$ cat src/design/atp_pkg.sv
// shared constants, coefficient table and types for the atan2 polynomial core
package atp_pkg;

    // defaults for the top level parameters
    localparam int COORD_WIDTH_DEF = 16;
    localparam int ANGLE_FRAC_DEF  = 13;

    // ratio min/max in q1.16, one integer bit so that 1.0 fits
    localparam int RATIO_FRAC = 16;
    localparam int RATIO_W    = RATIO_FRAC + 1;

    // the divider yields floor(min * 2^17 / max), one bit per cell
    localparam int QUO_W     = RATIO_FRAC + 2;
    localparam int DIV_STEPS = QUO_W;

    // horner accumulator in signed q1.30
    localparam int ACC_W     = 32;
    localparam int NUM_COEF  = 7;
    localparam int RND_SHIFT = 16;
    localparam int PROD_W    = ACC_W + RATIO_W + 1;
    localparam int RND_W     = PROD_W - RND_SHIFT;

    // angle before the output rounding, signed q2.30 with headroom
    localparam int ANG_W = 34;
    localparam int MAG_A_W = 32;

    localparam logic signed [ANG_W-1:0] HALF_PI_Q30 = 34'sd1686629713;
    localparam logic signed [ANG_W-1:0] PI_Q30      = 34'sd3373259426;

    // odd minimax polynomial, highest power first
    localparam logic signed [ACC_W-1:0] POLY_COEF [0:NUM_COEF-1] = '{
        32'sd7744777,
        -32'sd37645046,
        32'sd87698811,
        -32'sd143609290,
        32'sd213208227,
        -32'sd357824448,
        32'sd1073741824
    };

    // per word side information carried down the chain
    typedef struct packed {
        logic zero;
        logic y_bigger;
        logic x_neg;
        logic y_neg;
    } flags_t;

endpackage

$ cat src/design/atp_div_cell.sv
// one restoring division cell: yields one quotient bit per word and passes on
module atp_div_cell #(
    parameter int MAG_W = 16
) (
    input  logic                       clk,
    input  logic                       rst_n,
    input  logic                       en,
    input  logic                       valid_in,
    input  atp_pkg::flags_t            flags_in,
    input  logic [MAG_W-1:0]           big_in,
    input  logic [MAG_W:0]             rem_in,
    input  logic [atp_pkg::QUO_W-1:0]  quo_in,
    output logic                       valid_out,
    output atp_pkg::flags_t            flags_out,
    output logic [MAG_W-1:0]           big_out,
    output logic [MAG_W:0]             rem_out,
    output logic [atp_pkg::QUO_W-1:0]  quo_out
);
    import atp_pkg::*;

    logic               ge;
    logic [MAG_W:0]     diff;
    logic [MAG_W:0]     rem_next;
    logic [QUO_W-1:0]   quo_next;

    logic               valid_reg;
    flags_t             flags_reg;
    logic [MAG_W-1:0]   big_reg;
    logic [MAG_W:0]     rem_reg;
    logic [QUO_W-1:0]   quo_reg;

    // remainder stays below the divisor after the subtract, so doubling fits
    always_comb
    begin
        ge       = (rem_in >= {1'b0, big_in});
        diff     = rem_in - (ge ? {1'b0, big_in} : {(MAG_W+1){1'b0}});
        rem_next = {diff[MAG_W-1:0], 1'b0};
        quo_next = {quo_in[QUO_W-2:0], ge};
    end

    always_ff @(posedge clk or negedge rst_n)
    begin
        if (!rst_n)
        begin
            valid_reg <= 1'b0;
        end
        else if (en)
        begin
            valid_reg <= valid_in;
        end
    end

    always_ff @(posedge clk)
    begin
        if (en)
        begin
            flags_reg <= flags_in;
            big_reg   <= big_in;
            rem_reg   <= rem_next;
            quo_reg   <= quo_next;
        end
    end

    assign valid_out = valid_reg;
    assign flags_out = flags_reg;
    assign big_out   = big_reg;
    assign rem_out   = rem_reg;
    assign quo_out   = quo_reg;

endmodule

$ cat config.mk
export PLATFORM = sky130hd
export DESIGN_NAME = atp_div_cell
export DESIGN_NICKNAME = d
export VERILOG_FILES = /design/src/design/atp_pkg.sv /design/src/design/atp_div_cell.sv
export SDC_FILE = /design/constraint.sdc
export NUM_CORES = 1
export LEC_CHECK = 0
export BUFFER_PORTS_ARGS = -buffer_cell sky130_fd_sc_hd__buf_2
export CORE_MARGIN = 3
export CORE_UTILIZATION = 49
export DETAILED_ROUTE_END_ITERATION = 10
export PLACE_DENSITY = 0.8
export SYNTH_ARGS = -nofsm -noshare
export SYNTH_HDL_FRONTEND = slang
export SYNTH_SLANG_ARGS = --single-unit
$ cat constraint.sdc
create_clock -name clk -period 0.9 [get_ports clk]
set_input_delay 0.09 -clock clk [delete_from_list [all_inputs] [get_ports clk]]
set_output_delay 0.09 -clock clk [all_outputs]
set_load 0.05 [all_outputs]
Word level (Yosys, flattened, before mapping)

Cells that the tools add are included.

Add/sub/neg operators: 1
Multiply operators: 0
Div/mod/pow operators: 0
$lt $le $gt $ge: 1
Equality and inequality tests: 0
Shifts and indexed selects: 0
Mux-type cells: 1
Bitwise logic cells: 0
Reduce and logical (&&, ||, !) cells: 0

Operator list:

| operator       | count |
|---|---|
| $ge 17x16->1   | 1 |
| $mux 16        | 1 |
| $sub 16x16->16 | 1 |

Register bits: 55
Bits in latches: 0
Memory bits (writable): 0
ROM bits: 0
Input bits: 59
Output and inout port bits: 56
Logic and storage cells: 11
Memories: 0

Longest topological paths before layout

Depth in word-level cells: 3
Mapped depth: 16
Gate-level depth less buffers: 16

Least setup slack after synthesis

No wires, ideal clock.

Kind: input port to flip-flop
Start point: in big_in[8]
End point: reg rem_reg[15], in the netlist rem_out[15], data pin
Data arrival time: 2.766 ns
Data required time: 0.631 ns
Setup slack: -2.134 ns
Stages: 16
Buffers on the path: 1
Path through: inv_1 ha_1 nand3_1 nor3_2 o31ai_1 a211o_2 a21boi_4 buf_6 o21ai_1 ha_1 a21oi_2 nand2_1 a21o_1 nor4_1 nor3_1 nand3b_1

Word-level cells in the longest chain between the ends: 3

RTL lines:

| what                 | RTL line           | source |
|---|---|---|
| from (decl)          | atp_div_cell.sv:10 | `input logic [MAG_W-1:0] big_in,` |
| $ge 17x16->1         | atp_div_cell.sv:35 | `ge = (rem_in >= {1'b0, big_in});` |
| $mux 16 (*)          | atp_div_cell.sv:36 | `diff = rem_in - (ge ? {1'b0, big_in} : {(MAG_W+1){1'b0}});` |
| $sub 16x16->16 (*)   | atp_div_cell.sv:36 |  |
| named net diff[14]   | atp_div_cell.sv:22 | `logic [MAG_W:0] diff;` |
| to (signal assigned) | atp_div_cell.sv:59 | `rem_reg <= rem_next;` |
| to (decl)            | atp_div_cell.sv:29 | `logic [MAG_W:0] rem_reg;` |

Mark *: on every way through the listed nets, which the timed path passes. The rest lies on a longest branch.
A chain may end at the register's enable or synchronous reset.

Worst setup path in the final report

Start point: in big_in[5]
End point: reg rem_reg[15], in the netlist rem_out[15], data pin

The elaborated chain is that of the path after synthesis.

==> impl_metrics.yaml <==
run_status:
  status: "finished with violations"
  violations: "setup timing"
sta:
  holdWs_ns: 0.000386
  final.setup.tns_ns: -42.57
  final_max_slew_viol_count: 0
  final.min_clock_period_ns: 3.87
  period_share: 4.30
  setup_viol_count_final: 72
  finClkSkew_ns: 0
  max_slew_margin: 0.514
  rsz0062_at_grt: "true"
  hold_viol_final: 0
  tightest_slew_ns: 0.721
  clock.fmax_ghz: 0.259
  setup_slack_ns: -2.97
hold_path:
  hp-start: "valid_in"
  min_to: "valid_out$_DFFE_PN0P_"
  hold_class: "in -> reg"
  hold_path_depth: 2
yosys:
  synthesis.nets: 329
  synth-seq-area-share: 0.556
  synth_top_area_cell: "edfxtp_1"
  synth_area_leaders: "edfxtp_1 55%, ha_1 14%, inv_1 2.7%, xnor2_1 2.1%, a21oi_1 1.9%"
  synth_edf_count: 54
  syn_area_um2: 2960
  ys.flop_type: "edfxtp_1"
  synth_top_area_share: 0.548
  async_flop_share: 0.0182
  yosysWarnings: 0
  ys_types: 48
  synthCells: 237
  avgSynthCellArea_um2: 12.5
  ys_ff_latch: 55
route:
  wire_per_inst_um: 32.0
  drtIter0Drc: 717
  routed_wl_um: 17200
  antenna_left: 0
  viasPerCell: 6.81
  dr.pass1.iters: 8
  via_count: 3672
  drc: 0
cells_and_area:
  final_common_cell: "buf_4"
  layout-drive-gt1-share: 0.601
  post-route-util: 0.970
  design_area_um2: 5500
  area_delta_synth_final_pct: 86.0
  fin_cells: 539
  nets: 557
  nFillCells: 97
  final_cell_mix: "81 x buf_4, 69 x buf_6, 54 x edfxtp_1"
pwr:
  seqPwrFrac: 0.362
  pwr-share-clk: 0.162
  power.density_nw_per_um2: 1690
  power.switching_mw: 3.80
  total_power_mw: 9.32
  ir_worst_vdd_mv: 1.23
  p_int_mw: 5.52
  combPwrFrac: 0.476
  switching_share: 0.408
  power.leakage_nw: 2.41
grt:
  grt_pass1_vias: 3633
  antenna_found_initial: 0
  grt_first_pass_wirelength_um: 20700
  grt_max_degree: 18
  globalRouteTotalUtil: 0.392
  grt_remaining_overflow: 0
cts:
  clk_path_buf_depth: 2
  clock-sinks: 55
  cts_buffers: 5
  cts_tree: "yes"
  clockRootBuffer: "clkbuf_8"
  htreeDepth: 2
  path_clk_slew_ns: 0.12
  clock_latency_ns: 0.34
worst_setup_path:
  critPathCaptureType: "flop"
  reg2reg_from: "valid_out$_DFFE_PN0P_"
  arrival_ns: 3.89
  crit_path_start_kind: "input port"
  crit_required_ns: 0.93
  rr_worst_depth: 1
  r2r-end: "valid_out$_DFFE_PN0P_"
  critPathMaxFanout: 5
  r2r_slack_ns: 0.08
  critical_path_class: "in -> reg"
die:
  initial_core_util: 0.521
  rows: 27
  dieHeight_um: 83.7
  die_area_um2: 7010
  io_pins: 115
  die_w_um: 83.7
  core_area_um2: 5680
placed_design:
  dp_hpwl_um: 6520
  gp_congestion: 0.835
  dpl_cell_area_um2: 4330
  dp_cells: 491
  post-place-ws_ns: -2.52
  io_buffers: 112
job:
  max-cap-violations: 0
==> Yosys cell counts (all sizes together) (2+ instances only) <==
| cell | count |
|---|---|
| nor2b | 3 |
| nand2 | 7 |
| nand2b | 2 |
| mux2i | 2 |
| inv | 21 |
| o31ai | 3 |
| nor4 | 3 |
| nand3 | 3 |
| xnor2 | 7 |
| a21oi | 13 |
| xor2 | 3 |
| a21o | 5 |
| a2111oi | 2 |
| nor3 | 8 |
| buf | 2 |
| clkbuf | 3 |
| ha | 32 |
| o21a | 6 |
| nor2 | 14 |
| and3 | 2 |
| a21boi | 3 |
| o21ai | 23 |
| edfxtp | 54 |
==> worst max-delay path by stage <==
stage	endpoint	startpoint
after floorplan	rem_out[13]$_DFFE_PP_	big_in[7]
after global placement	rem_out[15]$_DFFE_PP_	big_in[7]
after detailed placement	rem_out[15]$_DFFE_PP_	big_in[7]
after CTS	rem_out[15]$_DFFE_PP_	big_in[7]
after global routing	rem_out[15]$_DFFE_PP_	big_in[5]
final	rem_out[15]$_DFFE_PP_	big_in[5]
==> repair_timing <==
item / CTS / global route
hold buffers: 26 / 0
hold endpoints to repair: 26 / 0
pin swaps: 39 / 7
setup buffers: 8 / 8
resized for setup: 172 / 20
setup endpoints to repair: 72 / 72
==> sequential cells by signal (all words and copies together), names as in the netlist <==
signal and count:
quo_out 18, valid_out 1, rem_out 16, big_out 16
flags_out 4
==> routing by layer <==
| layer | track usage | vias to the layer above | share of wire |
|---|---|---|---|
| met5 | 0 | - | 0 |
| met3 | 0.114 | 178 | 0.14 |
| met1 | 0.418 | 1660 | 0.30 |
| met4 | 0.243 | 0 | 0.11 |
| li1 | - | 1343 | - |
| met2 | 0.680 | 491 | 0.45 |
==> worst max-delay path: stages <==
cell and delay, ns:
buf_6 0.10, inv_4 0.06, ha_4 0.22, a21oi_2 0.17, nor2_2 0.07, a2111oi_4 0.44, a211o_2 0.27, a21boi_4 0.10
buf_4 0.16, o21ai_0 0.57, ha_1 0.43, inv_1 0.20, nor3_1 0.11, a2111oi_0 0.61, nand3b_1 0.27
==> power by group through the flow <==
| stage | registers (mW) | clock network, mW | logic, mW |
|---|---|---|---|
| floorplan | 4.30 | 0 | 0.910 |
| global placement | 3.28 | 0 | 2.91 |
| detailed placement | 3.29 | 0 | 2.99 |
| CTS | 3.31 | 1.42 | 3.73 |
| global route | 3.38 | 1.59 | 4.46 |
| finish | 3.38 | 1.51 | 4.43 |
==> final cells by class <==
class	count	area, um2	area share
clock buffer	5	68.8	0.0125
timing repair buffer	226	1950	0.354
clock inverter	3	20.0	0.00364
inverter	21	96.3	0.0175
multi-input combinational	156	1630	0.296
sequential	55	1650	0.299
tap	72	90.1	0.0164
antenna	1	2.50	0.000455
==> cells by family after synthesis <==
group	synth area share
AO/OA/AOI/OAI	0.143
XOR/XNOR	0.0296
adder cells (fa/ha/maj)	0.142
buffers and inverters	0.0368
flip-flops	0.556
multiplexers	0.0106
other	0.00127
AND/OR/NAND/NOR	0.0799
Power figures use the tool's default switching activity.
