$ cat src/design/atp_pkg.sv
// shared constants, coefficient table and types for the atan2 polynomial core
package atp_pkg;

    // defaults for the top level parameters
    localparam int COORD_WIDTH_DEF = 16;
    localparam int ANGLE_FRAC_DEF  = 13;

    // ratio min/max in q1.16, one integer bit so that 1.0 fits
    localparam int RATIO_FRAC = 16;
    localparam int RATIO_W    = RATIO_FRAC + 1;

    // the divider yields floor(min * 2^17 / max), one bit per cell
    localparam int QUO_W     = RATIO_FRAC + 2;
    localparam int DIV_STEPS = QUO_W;

    // horner accumulator in signed q1.30
    localparam int ACC_W     = 32;
    localparam int NUM_COEF  = 7;
    localparam int RND_SHIFT = 16;
    localparam int PROD_W    = ACC_W + RATIO_W + 1;
    localparam int RND_W     = PROD_W - RND_SHIFT;

    // angle before the output rounding, signed q2.30 with headroom
    localparam int ANG_W = 34;
    localparam int MAG_A_W = 32;

    localparam logic signed [ANG_W-1:0] HALF_PI_Q30 = 34'sd1686629713;
    localparam logic signed [ANG_W-1:0] PI_Q30      = 34'sd3373259426;

    // odd minimax polynomial, highest power first
    localparam logic signed [ACC_W-1:0] POLY_COEF [0:NUM_COEF-1] = '{
        32'sd7744777,
        -32'sd37645046,
        32'sd87698811,
        -32'sd143609290,
        32'sd213208227,
        -32'sd357824448,
        32'sd1073741824
    };

    // per word side information carried down the chain
    typedef struct packed {
        logic zero;
        logic y_bigger;
        logic x_neg;
        logic y_neg;
    } flags_t;

endpackage

$ cat src/design/atp_horner_cell.sv
// one horner cell: acc * multiplicand, rounded to q1.30, plus coefficient
module atp_horner_cell (
    input  logic                               clk,
    input  logic                               rst_n,
    input  logic                               en,
    input  logic                               valid_in,
    input  atp_pkg::flags_t                    flags_in,
    input  logic signed [atp_pkg::ACC_W-1:0]   acc_in,
    input  logic [atp_pkg::RATIO_W-1:0]        s_in,
    input  logic [atp_pkg::RATIO_W-1:0]        r_in,
    input  logic [atp_pkg::RATIO_W-1:0]        mul_in,
    input  logic signed [atp_pkg::ACC_W-1:0]   coef,
    output logic                               valid_out,
    output atp_pkg::flags_t                    flags_out,
    output logic signed [atp_pkg::ACC_W-1:0]   acc_out,
    output logic [atp_pkg::RATIO_W-1:0]        s_out,
    output logic [atp_pkg::RATIO_W-1:0]        r_out
);
    import atp_pkg::*;

    logic signed [RATIO_W:0]   mul_s;
    logic signed [PROD_W-1:0]  prod;
    logic signed [PROD_W-1:0]  prod_rnd;
    logic signed [RND_W-1:0]   rnd;
    logic signed [RND_W-1:0]   sum;
    logic signed [ACC_W-1:0]   acc_next;

    logic                      valid_reg;
    flags_t                    flags_reg;
    logic signed [ACC_W-1:0]   acc_reg;
    logic [RATIO_W-1:0]        s_reg;
    logic [RATIO_W-1:0]        r_reg;

    // round half up by adding half an lsb then an arithmetic shift
    always_comb
    begin
        mul_s    = $signed({1'b0, mul_in});
        prod     = acc_in * mul_s;
        prod_rnd = prod + PROD_W'(32'sd32768);
        rnd      = prod_rnd[PROD_W-1:RND_SHIFT];
        sum      = rnd + {{(RND_W-ACC_W){coef[ACC_W-1]}}, coef};
        acc_next = sum[ACC_W-1:0];
    end

    always_ff @(posedge clk or negedge rst_n)
    begin
        if (!rst_n)
        begin
            valid_reg <= 1'b0;
        end
        else if (en)
        begin
            valid_reg <= valid_in;
        end
    end

    always_ff @(posedge clk)
    begin
        if (en)
        begin
            flags_reg <= flags_in;
            acc_reg   <= acc_next;
            s_reg     <= s_in;
            r_reg     <= r_in;
        end
    end

    assign valid_out = valid_reg;
    assign flags_out = flags_reg;
    assign acc_out   = acc_reg;
    assign s_out     = s_reg;
    assign r_out     = r_reg;

endmodule
$ cat config.mk
export PLATFORM = sky130hd
export DESIGN_NAME = atp_horner_cell
export DESIGN_NICKNAME = d
export VERILOG_FILES = /design/src/design/atp_pkg.sv /design/src/design/atp_horner_cell.sv
export SDC_FILE = /design/constraint.sdc
export NUM_CORES = 1
export LEC_CHECK = 0
export BUFFER_PORTS_ARGS = -buffer_cell sky130_fd_sc_hd__buf_2
export CAP_MARGIN = 30
export CORE_MARGIN = 2
export CORE_UTILIZATION = 50
export DETAILED_ROUTE_END_ITERATION = 6
export HOLD_SLACK_MARGIN = 0.05
export PLACE_DENSITY = 0.72
export SLEW_MARGIN = 20
export SYNTH_ARGS = -nofsm -noshare
export SYNTH_HDL_FRONTEND = slang
export SYNTH_SLANG_ARGS = --single-unit
$ cat constraint.sdc
create_clock -name clk -period 0.9 [get_ports clk]
set_clock_uncertainty 0.05 [all_clocks]
set_input_delay 0.135 -clock clk [delete_from_list [all_inputs] [get_ports clk]]
set_output_delay 0.135 -clock clk [all_outputs]
set_load 0.01 [all_outputs]
Yosys cells after proc, flatten, opt, wreduce, memory -nomap -nowiden --
Index checks and enable logic that the tools add are counted.
Storage, ports and cells: register bits after elaboration 71, input bits 123, output and inout bits 71, word-level logic and storage cells 11
Cells by class: add/sub/neg operators 2, multipliers 1
Operator list (number):
- adder 48 x 17 -> 48 bit, second input constant | 1
- multiplier 32 x 18 -> 48 bit | 1
- adder 32 bit | 1

Longest topological paths before layout --
Gate-level depths: netlist (run 1).
depth in word-level cells 3, gate-level depth with buffers 34, depth with buffers taken out 33

Least setup slack after synthesis (run 1) --
No wires, ideal clock.
path type input to register, start input mul_in[4] in the netlist's numbering, end register acc_reg[31] (netlist: acc_out[31]), data pin, library setup time 0.260 ns, arrival 7.623 ns, required time 0.590 ns, slack -7.033 ns, stages on the path 31, buffers on the path 1, cell sequence clkbuf_1 -> and2_1 -> fa_1 -> inv_1 -> fa_1 -> inv_1 -> fa_1 -> fa_1 -> fa_1 -> inv_1 -> fa_1 -> inv_1 -> ha_1 -> a211oi_1 -> o2111ai_1 -> a211oi_2 -> o21ai_1 -> a31oi_1 -> o21bai_1 -> a221oi_1 -> o21bai_1 -> xor2_1 -> ha_1 -> nand4_1 -> or2_2 -> o41ai_1 -> o211ai_1 -> a311oi_1 -> o31ai_1 -> a21oi_1 -> xnor2_1
On the way: word-level cells in the longest chain between the ends 3
RTL lines:
- from (decl) | line atp_horner_cell.sv:11 | input logic [atp_pkg::RATIO_W-1:0] mul_in,
- multiplier 32 x 18 -> 48 bit | line atp_horner_cell.sv:38 | prod = acc_in * mul_s;
- adder 48 x 17 -> 48 bit | line atp_horner_cell.sv:39 | prod_rnd = prod + PROD_W'(32'sd32768);
- adder 32 bit | line atp_horner_cell.sv:41 | sum = rnd + {{(RND_W-ACC_W){coef[ACC_W-1]}}, coef};
- via sum[31] | line atp_horner_cell.sv:25 | logic signed [RND_W-1:0] sum;
- to (signal assigned) | line atp_horner_cell.sv:62 | acc_reg <= acc_next;
- to (decl) | line atp_horner_cell.sv:30 | logic signed [ACC_W-1:0] acc_reg;
The timed path passes the listed nets, and every way through them passes these cells. A chain may end at the register's enable or synchronous reset.

Worst setup path in the final report (run 1) --
start input acc_in[10] in the netlist's numbering, end register acc_reg[30] (netlist: acc_out[30]), data pin
On the way: word-level cells in the longest chain between the ends 3
RTL lines:
- from (decl) | line atp_horner_cell.sv:8 | input logic signed [atp_pkg::ACC_W-1:0] acc_in,
- multiplier 32 x 18 -> 48 bit | line atp_horner_cell.sv:38
- adder 48 x 17 -> 48 bit | line atp_horner_cell.sv:39
- adder 32 bit | line atp_horner_cell.sv:41
- via sum[30] | line atp_horner_cell.sv:25
The timed path passes the listed nets, and every way through them passes these cells.

==> results.yml, run 1 <==
synthesis:
  ys_types: 53
  synth_edf_count: 70
  ys.flop_type: "edfxtp_1"
  synth_seq_cells: 71
  syn-cell-area_mm2: 0.0224
  synth_cells: 2351
  yosysWarnings: 0
  syn_avg_cell_area_um2: 9.53
  synthesis.nets: 3158
  synthArstFlopShare_pct: 1.41
  seq_area_frac_synth_pct: 9.50
setup_path:
  crit_type: "in -> reg"
  cp-start-kind: "primary input"
  worstPathMaxFanout: 8
  r2r-end: "valid_out"
  path_common_cell: "fa_1"
  crit_slowest_cell: "fa_1"
  endpoint: "acc_out[30]"
  worstPathArrival_ps: 7520
  rr_startpoint: "valid_out"
  r2r_slack_ps: 110
  end_kind: "flop"
  slowest_delay_ps: 550
  critical_path.startpoint: "acc_in[10]"
  crit_required_ps: 940
  worst_r2r_path_depth: 1
global_routing:
  grt_max_degree: 29
  antenna_found_initial: 1
  use_met3_pct: 3.47
  groute.usage.overall_pct: 27.7
  grt_pass1_vias: 20300
  grt_pass1_wl_um: 101000
  gr-max-usage-layer: "met2"
  grtUsageMet1_pct: 33.2
  grtUsageMet2_pct: 51.6
  gr-total-overflow: 0
cells_and_area:
  fin_util_pct: 64.8
  layout_common_cells: "inv_1 (567), fa_1 (498), buf_4 (337), and2_1 (310), nand2_1 (241)"
  final_nets: 3687
  final_common_cell: "inv_1"
  area_growth_pct: 27.9
  drive_gt1_share_pct: 25.2
  n_fill_cell: 3535
floorplan:
  ios: 194
  die_w_um: 216
  dieArea_mm2: 0.0465
  coreArea_mm2: 0.0442
  die_h_um: 216
  num_rows: 77
  start_util_pct: 50.6
route:
  route.vias.total: 17700
  wl_um: 61200
  drc: 0
  dr.pass1.iters: 6
  ant_nets: 0
  via_per_inst: 5.10
  wire_per_inst_um: 17.6
  drt-initial-drc-count: 843
clock_network:
  cts_root_buffer: "clkbuf_16"
  clk_pin_slew_worst_paths_ps: 60
  cts_buffers: 9
  clk_latency_ps: 350
  clk_path_buf_depth: 2
  clock-sinks: 71
  cts_tree: "built"
  h-tree-depth: 3
  holdBufCountCts: 41
placement:
  dp_hpwl_um: 51600
  gp_congestion: 0.893
  io_buffers: 193
sta:
  max_slew_margin_pct: 62.5
  finalHoldViolations: 0
  tightest_slew_ps: 557
  period_needed_ps: 7480
  period_share_pct: 831
  setup_viol: 103
  rsz0062_at_grt: "yes"
  timing.hold.ws_ps: 43.2
  setup_ws_ps: -6580
  setup_total_negative_slack_ps: -196620
  max_freq_ghz: 0.134
  slew_violations: 0
hold_path:
  holdCritPathClass: "in -> reg"
run_status:
  violations: "setup timing"
  status: "finished with violations"
job:
  drv_cap: 0
worst min path at each step:
stage | start | end | slack [ps] | depth (start not counted)
6_report | coef[0] | acc_out[0] | 40 | 2
3_5_place_dp | rst_n | valid_out | -140 | 1
4_1_cts | coef[0] | acc_out[0] | 30 | 2
3_3_place_gp | rst_n | valid_out | -140 | 1
5_1_grt | coef[0] | acc_out[0] | 40 | 2
2_1_floorplan | rst_n | valid_out | -210 | 0
final cells by class:
cell class	instances	area (um2)	share of cell area, %
Clock inverter	7	119	0.415
Timing Repair Buffer	603	4620	16.1
Multi-Input combinational cell	1619	18600	65.1
Inverter	576	2160	7.55
Clock buffer	9	225	0.786
Antenna cell	1	2.50	0.00874
Sequential cell	71	2130	7.43
Tap cell	592	741	2.59
what timing repair did:
| action | CTS | global route |
|---|---|---|
| pin swaps | 65 | 40 |
| hold endpoints to repair | 41 | 1 |
| setup endpoints to repair | 103 | 103 |
| gates resized for setup | 157 | 69 |
| setup buffers | 21 | 18 |
| gates cloned | 1 | 0 |
per-stage QoR:
stage	worst slack, ps	cells	cell area [um2]
after global routing	-6910	3477	28600
after floorplan	-6550	2351	22700
after CTS	-6580	3463	28200
after detailed placement	-7440	3385	26700
final	-6580	3478	28600
after global placement	-7320	3385	26700
state kept, by name, indices dropped and copies added (netlist names):
register,count
acc_out,32
flags_out,4
r_out,17
s_out,17
valid_out,1
synth_stat cells, types with 2 or more instances:
library cell  count  share of area (%)
inv_1           576                9.7
fa_1            509                 45
and2_1          325                9.1
nand2_1         247                4.1
ha_1            175                9.8
clkbuf_1         85                1.4
edfxtp_1         70                9.4
a21oi_1          56                1.3
xnor2_1          46                1.8
nor2_1           39               0.65
o21ai_0          29               0.65
a21o_1           25               0.84
xor2_1           23               0.90
o21a_1           16               0.54
o21bai_1         12               0.40
nand3_1          11               0.25
nor2b_1          11               0.31
nor3_1            9               0.20
a211oi_1          8               0.27
and4_1            7               0.27
and3_1            6               0.17
nand2b_1          6               0.17
nand4_1           5               0.14
o31ai_1           5               0.17
a221oi_1          4               0.16
a311oi_1          4               0.16
a31oi_1           3              0.084
nand4b_1          3               0.12
or2_2             3              0.084
a211o_1           2              0.078
mux2_2            2               0.10
nand3b_1          2              0.067
nor3b_1           2              0.067
o2111ai_1         2              0.078
o211a_1           2              0.089
o211ai_1          2              0.067
o21ai_1           2              0.045
o311a_4           2               0.19
metal layers:
metal	wire length [um]	part of all wire [%]
met1	23700	39
met2	32500	53
met3	3030	5.0
met4	1900	3.1
met5	0	0
critical path: cells and delay by family:
family	cells	cell delay, ps
AO/OA/AOI/OAI	12	2520
AND/OR/NAND/NOR	4	570
XOR/XNOR	1	140
adder cells (fa/ha/maj)	8	3540
buffers and inverters	7	580
cells by family (layout without fill, tap and decap cells):
family / Yosys count / in the layout / share of synthesized area, %
and+or+nand+nor: 678 / 678 / 15.8
DFF: 71 / 71 / 9.50
other: 0 / 1 / 0
muxes: 2 / 2 / 0.101
xor gates and xnor gates: 69 / 69 / 2.70
adders and majority gates: 684 / 684 / 55.3
AOI/OAI and AO/OA: 186 / 186 / 5.55
buffers and inverters: 661 / 1195 / 11.1
Power of run 1 is not shown: default switching activity piles up to over one toggle a cycle in this logic, so the estimate is an artifact.
==> inputs of run 2 (changes only) <==
--- a/config.mk
+++ b/config.mk
@@ -9,9 +9,10 @@
 export CAP_MARGIN = 30
 export CORE_MARGIN = 2
 export CORE_UTILIZATION = 50
+export CTS_CLUSTER_SIZE = 25
 export DETAILED_ROUTE_END_ITERATION = 6
 export HOLD_SLACK_MARGIN = 0.05
-export PLACE_DENSITY = 0.72
+export PLACE_DENSITY = 0.69
 export SLEW_MARGIN = 20
 export SYNTH_ARGS = -nofsm -noshare
 export SYNTH_HDL_FRONTEND = slang
==> run 2 against run 1 <==
The flow still finishes with violations (setup timing). Die area is the same. Critical path depth increased by 2. Critical path type unchanged. Global-route usage is 0.15 points higher. Highest routed layer is now met5. Largest cell class unchanged.
==> results.yml, run 2 (synthesis gave the netlist of run 1 again) <==
setup_path:
  crit_type: "in -> reg"
  cp-start-kind: "primary input"
  worst_r2r_path_depth: 2
  path_common_cell: "fa_1"
  r2r-end: "valid_out"
  slowest_delay_ps: 550
  end_kind: "flop"
  rr_startpoint: "valid_out"
  cp.depth: 34
  crit_slowest_cell: "fa_1"
  r2r_slack_ps: -30
  worstPathMaxFanout: 7
  critPathTopFamily: "adder cells"
  critPathBufInv: 8
  worstPathArrival_ps: 7600
  crit_required_ps: 940
sta:
  max_freq_ghz: 0.132
  rsz0062_at_grt: "yes"
  period_needed_ps: 7550
  max_slew_margin_pct: 65.0
  slew_violations: 0
  finalHoldViolations: 0
  setup_ws_ps: -6650
  setup_viol: 104
  period_share_pct: 839
  tightest_slew_ps: 526
clock_network:
  clock-sinks: 71
  h-tree-depth: 3
  cts_buffers: 9
  clk_pin_slew_worst_paths_ps: 60
  cts_root_buffer: "clkbuf_16"
  cts_tree: "built"
  clk_path_buf_depth: 2
  clk_latency_ps: 350
placement:
  dp_hpwl_um: 52400
  placed_area_mm2: 0.0267
  gp_congestion: 0.917
  io_buffers: 193
floorplan:
  start_util_pct: 50.6
  coreArea_mm2: 0.0442
  die_w_um: 216
  ios: 194
  num_rows: 77
  die_h_um: 216
  dieArea_mm2: 0.0465
cells_and_area:
  n_fill_cell: 3600
  design_area_mm2: 0.0288
  final_common_cell: "inv_1"
  area_growth_pct: 28.6
  largest_register_ffs: 32
  final_nets: 3706
  layout_common_cells: "inv_1 (560), fa_1 (488), buf_4 (349), and2_1 (308), nand2_1 (243)"
  drive_gt1_share_pct: 25.9
route:
  via_per_inst: 5.07
  ant_nets: 0
  drt-initial-drc-count: 829
  wl_um: 61800
  route.vias.total: 17700
  drc: 0
  dr.pass1.iters: 5
  wire_per_inst_um: 17.7
global_routing:
  use_met3_pct: 3.82
  gr-total-overflow: 0
  grt_max_degree: 36
  grtUsageMet1_pct: 32.5
  antenna_found_initial: 4
  grt_pass1_vias: 20300
  grtUsageMet2_pct: 52.3
  grt_pass1_wl_um: 102000
  groute.usage.overall_pct: 27.9
  gr-max-usage-layer: "met2"
run_status:
  status: "finished with violations"
  violations: "setup timing"
hold_path:
  min_path_cells: 2
  worst_hold_path.endpoint: "acc_out[0]"
  holdCritPathClass: "in -> reg"
  holdCritStartpoint: "coef[0]"
job:
  drv_cap: 0
[run 2: worst max path at each step]
| stage | start | slack, ps | end |
|---|---|---|---|
| floorplan | mul_in[3] | -6550 | acc_out[31] |
| global placement | mul_in[3] | -7170 | acc_out[29] |
| detailed placement | mul_in[3] | -7390 | acc_out[29] |
| CTS | acc_in[5] | -6640 | acc_out[31] |
| global route | acc_in[13] | -6960 | acc_out[29] |
| finish | mul_in[12] | -6650 | acc_out[29] |
[run 2: per-stage QoR]
step	cells	util, %	setup TNS [ps]	hold slack [ps]	worst slack [ps]
6_report	3498	65.2	-197730	63.1	-6650
5_1_grt	3496	65.1	-208710	63.8	-6960
4_1_cts	3478	64.1	-198170	38.1	-6640
3_5_place_dp	3395	60.5	-208760	-139	-7390
3_3_place_gp	3395	60.5	-204240	-140	-7170
2_1_floorplan	2351	-	-180550	-211	-6550
[run 2: layer usage]
layer	vias up	part of all wire, %
li1	8081	-
met1	9087	38
met2	434	54
met3	137	4.6
met4	2	3.4
met5	-	0.021
[run 2: timing repair]
| item | CTS | global route |
|---|---|---|
| endpoints found under the setup margin | 103 | 107 |
| setup buffers | 31 | 19 |
| resized for setup | 184 | 68 |
| pin swaps | 72 | 80 |
| hold buffers | 42 | 0 |
| endpoints found under the hold margin | 44 | 0 |
| gates cloned | 0 | 2 |
[run 2: area by class of cell]
| cell class | instances | area [um2] | area share, % |
|---|---|---|---|
| Clock inverter | 6 | 92.6 | 0.321 |
| Timing Repair Buffer | 622 | 4820 | 16.7 |
| Clock buffer | 10 | 229 | 0.795 |
| Antenna cell | 2 | 5.00 | 0.0174 |
| Sequential cell | 71 | 2130 | 7.38 |
| Multi-Input combinational cell | 1619 | 18600 | 64.7 |
| Inverter | 576 | 2160 | 7.50 |
| Tap cell | 592 | 741 | 2.57 |
[run 2: worst register-to-register path: cells and delay by family (launching register included)]
family,cells,cell delay [ps]
buffers and inverters,1,120
muxes,1,250
DFF,1,390
Power of run 2 is left out for the same reason.
==> inputs of run 3 (changes only) <==
--- a/config.mk
+++ b/config.mk
@@ -7,11 +7,12 @@
 export LEC_CHECK = 0
 export BUFFER_PORTS_ARGS = -buffer_cell sky130_fd_sc_hd__buf_2
 export CAP_MARGIN = 30
-export CORE_MARGIN = 2
+export CORE_MARGIN = 3
 export CORE_UTILIZATION = 50
 export CTS_CLUSTER_SIZE = 25
 export DETAILED_ROUTE_END_ITERATION = 6
 export HOLD_SLACK_MARGIN = 0.05
+export MAX_ROUTING_LAYER = met4
 export PLACE_DENSITY = 0.69
 export SLEW_MARGIN = 20
 export SYNTH_ARGS = -nofsm -noshare
==> run 3 against run 2 <==
The run still ends with setup timing left. Via count fell by 0.39%. Maximum frequency fell by 0.71%. Cell area fell by 1.4%. Final cell count fell by 0.43%. Setup slack got worse by 54 ps. Critical path depth fell by 1. Wire length fell by 1.6%. Largest cell class unchanged. Highest routed layer is now met4.
==> results.yml, run 3 (synthesis gave the netlist of run 1 again) <==
clock_network:
  cts_tree: "built"
  h-tree-depth: 3
  cts_buffers: 9
  clk_latency_ps: 340
  cts_root_buffer: "clkbuf_16"
  clock-sinks: 71
  clk_pin_slew_worst_paths_ps: 60
  clk_path_buf_depth: 2
job:
  drv_cap: 0
setup_path:
  critical_path.startpoint: "mul_in[3]"
  worst_r2r_path_depth: 2
  crit_slowest_cell: "fa_1"
  cp-start-kind: "primary input"
  r2r-end: "valid_out"
  worstPathMaxFanout: 5
  path_common_cell: "fa_1"
  critPathBufInv: 8
  slowest_delay_ps: 570
  critPathTopFamily: "adder cells"
  r2r_slack_ps: -10
  crit_required_ps: 930
  crit_type: "in -> reg"
  end_kind: "flop"
  rr_startpoint: "valid_out"
  worstPathArrival_ps: 7630
sta:
  finalHoldViolations: 0
  period_needed_ps: 7610
  slew_violations: 0
  setup_viol: 104
  rsz0062_at_grt: "yes"
  period_share_pct: 845
  setup_ws_ps: -6710
  max_freq_ghz: 0.131
  max_slew_margin_pct: 66.3
  tightest_slew_ps: 500
global_routing:
  grt_pass1_wl_um: 101000
  groute.usage.overall_pct: 27.8
  grt_max_degree: 27
  antenna_found_initial: 2
  grt_pass1_vias: 20000
  gr-total-overflow: 0
cells_and_area:
  fin_cells: 3483
  layout_common_cells: "inv_1 (566), fa_1 (498), buf_4 (363), and2_1 (311), nand2_1 (244)"
  drive_gt1_share_pct: 24.8
  largest_register_ffs: 32
  design_area_mm2: 0.0284
  final_common_cell: "inv_1"
  final_nets: 3697
  area_growth_pct: 26.9
route:
  wire_per_inst_um: 17.4
  ant_nets: 0
  dr.pass1.iters: 6
  wl_um: 60800
  via_per_inst: 5.07
  route.vias.total: 17700
  drc: 0
  drt-initial-drc-count: 790
floorplan:
  ios: 194
  dieArea_mm2: 0.0474
  die_h_um: 218
  num_rows: 76
  start_util_pct: 51.3
  coreArea_mm2: 0.0436
  die_w_um: 218
placement:
  dp_cells: 3389
  io_buffers: 193
  gp_congestion: 0.932
  placement.setup.worst_slack_ps: -7440
  placed_area_mm2: 0.0267
  dp_hpwl_um: 52200
hold_path:
  holdCritStartpoint: "coef[0]"
  min_path_cells: 2
  holdCritPathClass: "in -> reg"
  worst_hold_path.endpoint: "acc_out[0]"
run_status:
  violations: "setup timing"
  status: "finished with violations"
==> run 3: area by class of cell <==
class / count / area [um2]
clock buffers: 9 / 225
well taps: 585 / 732
fillers: 3503 / 15200
diodes: 3 / 7.51
repair buffers: 613 / 4550
clock inverters: 7 / 71.3
inverters: 576 / 2160
flip-flops and latches: 71 / 2130
multi-input cells: 1619 / 18500
==> run 3: worst register-to-register path, cell delays in order (launching register included) <==
cell	delay (ps)
dfrtp_1	380
buf_4	130
mux2_2	240
==> run 3: what timing repair did <==
item / CTS / global route
endpoints found under the hold margin: 41 / 0
endpoints found under the setup margin: 103 / 104
setup buffers: 24 / 15
hold buffers: 41 / 0
gates resized for setup: 130 / 45
gates cloned: 0 / 0
pin swaps: 55 / 49
==> run 3: through the flow <==
step | utilization, % | hold slack, ps | setup TNS (ps)
after floorplan | - | -211 | -180550
after global placement | 61.3 | -139 | -202270
after detailed placement | 61.3 | -139 | -205700
after CTS | 64.5 | 43.6 | -197190
after global routing | 65.1 | 65.1 | -209630
final | 65.1 | 74.2 | -198580
==> run 3: worst max-delay path by stage <==
stage / cells after the start / slack, ps / to
floorplan: 31 / -6550 / acc_out[31]
global placement: 34 / -7200 / acc_out[29]
detailed placement: 33 / -7440 / acc_out[31]
CTS: 35 / -6580 / acc_out[31]
global route: 34 / -6980 / acc_out[30]
finish: 33 / -6710 / acc_out[28]
==> run 3: routing by layer <==
metal | global-route usage [%] | part of all wire (%) | vias up
li1 | - | - | 8060
met1 | 33.3 | 39 | 8971
met2 | 48.2 | 51 | 510
met3 | 4.53 | 6.0 | 130
met4 | 9.18 | 3.5 | 0
met5 | - | 0 | -
Power of run 3 is left out for the same reason.
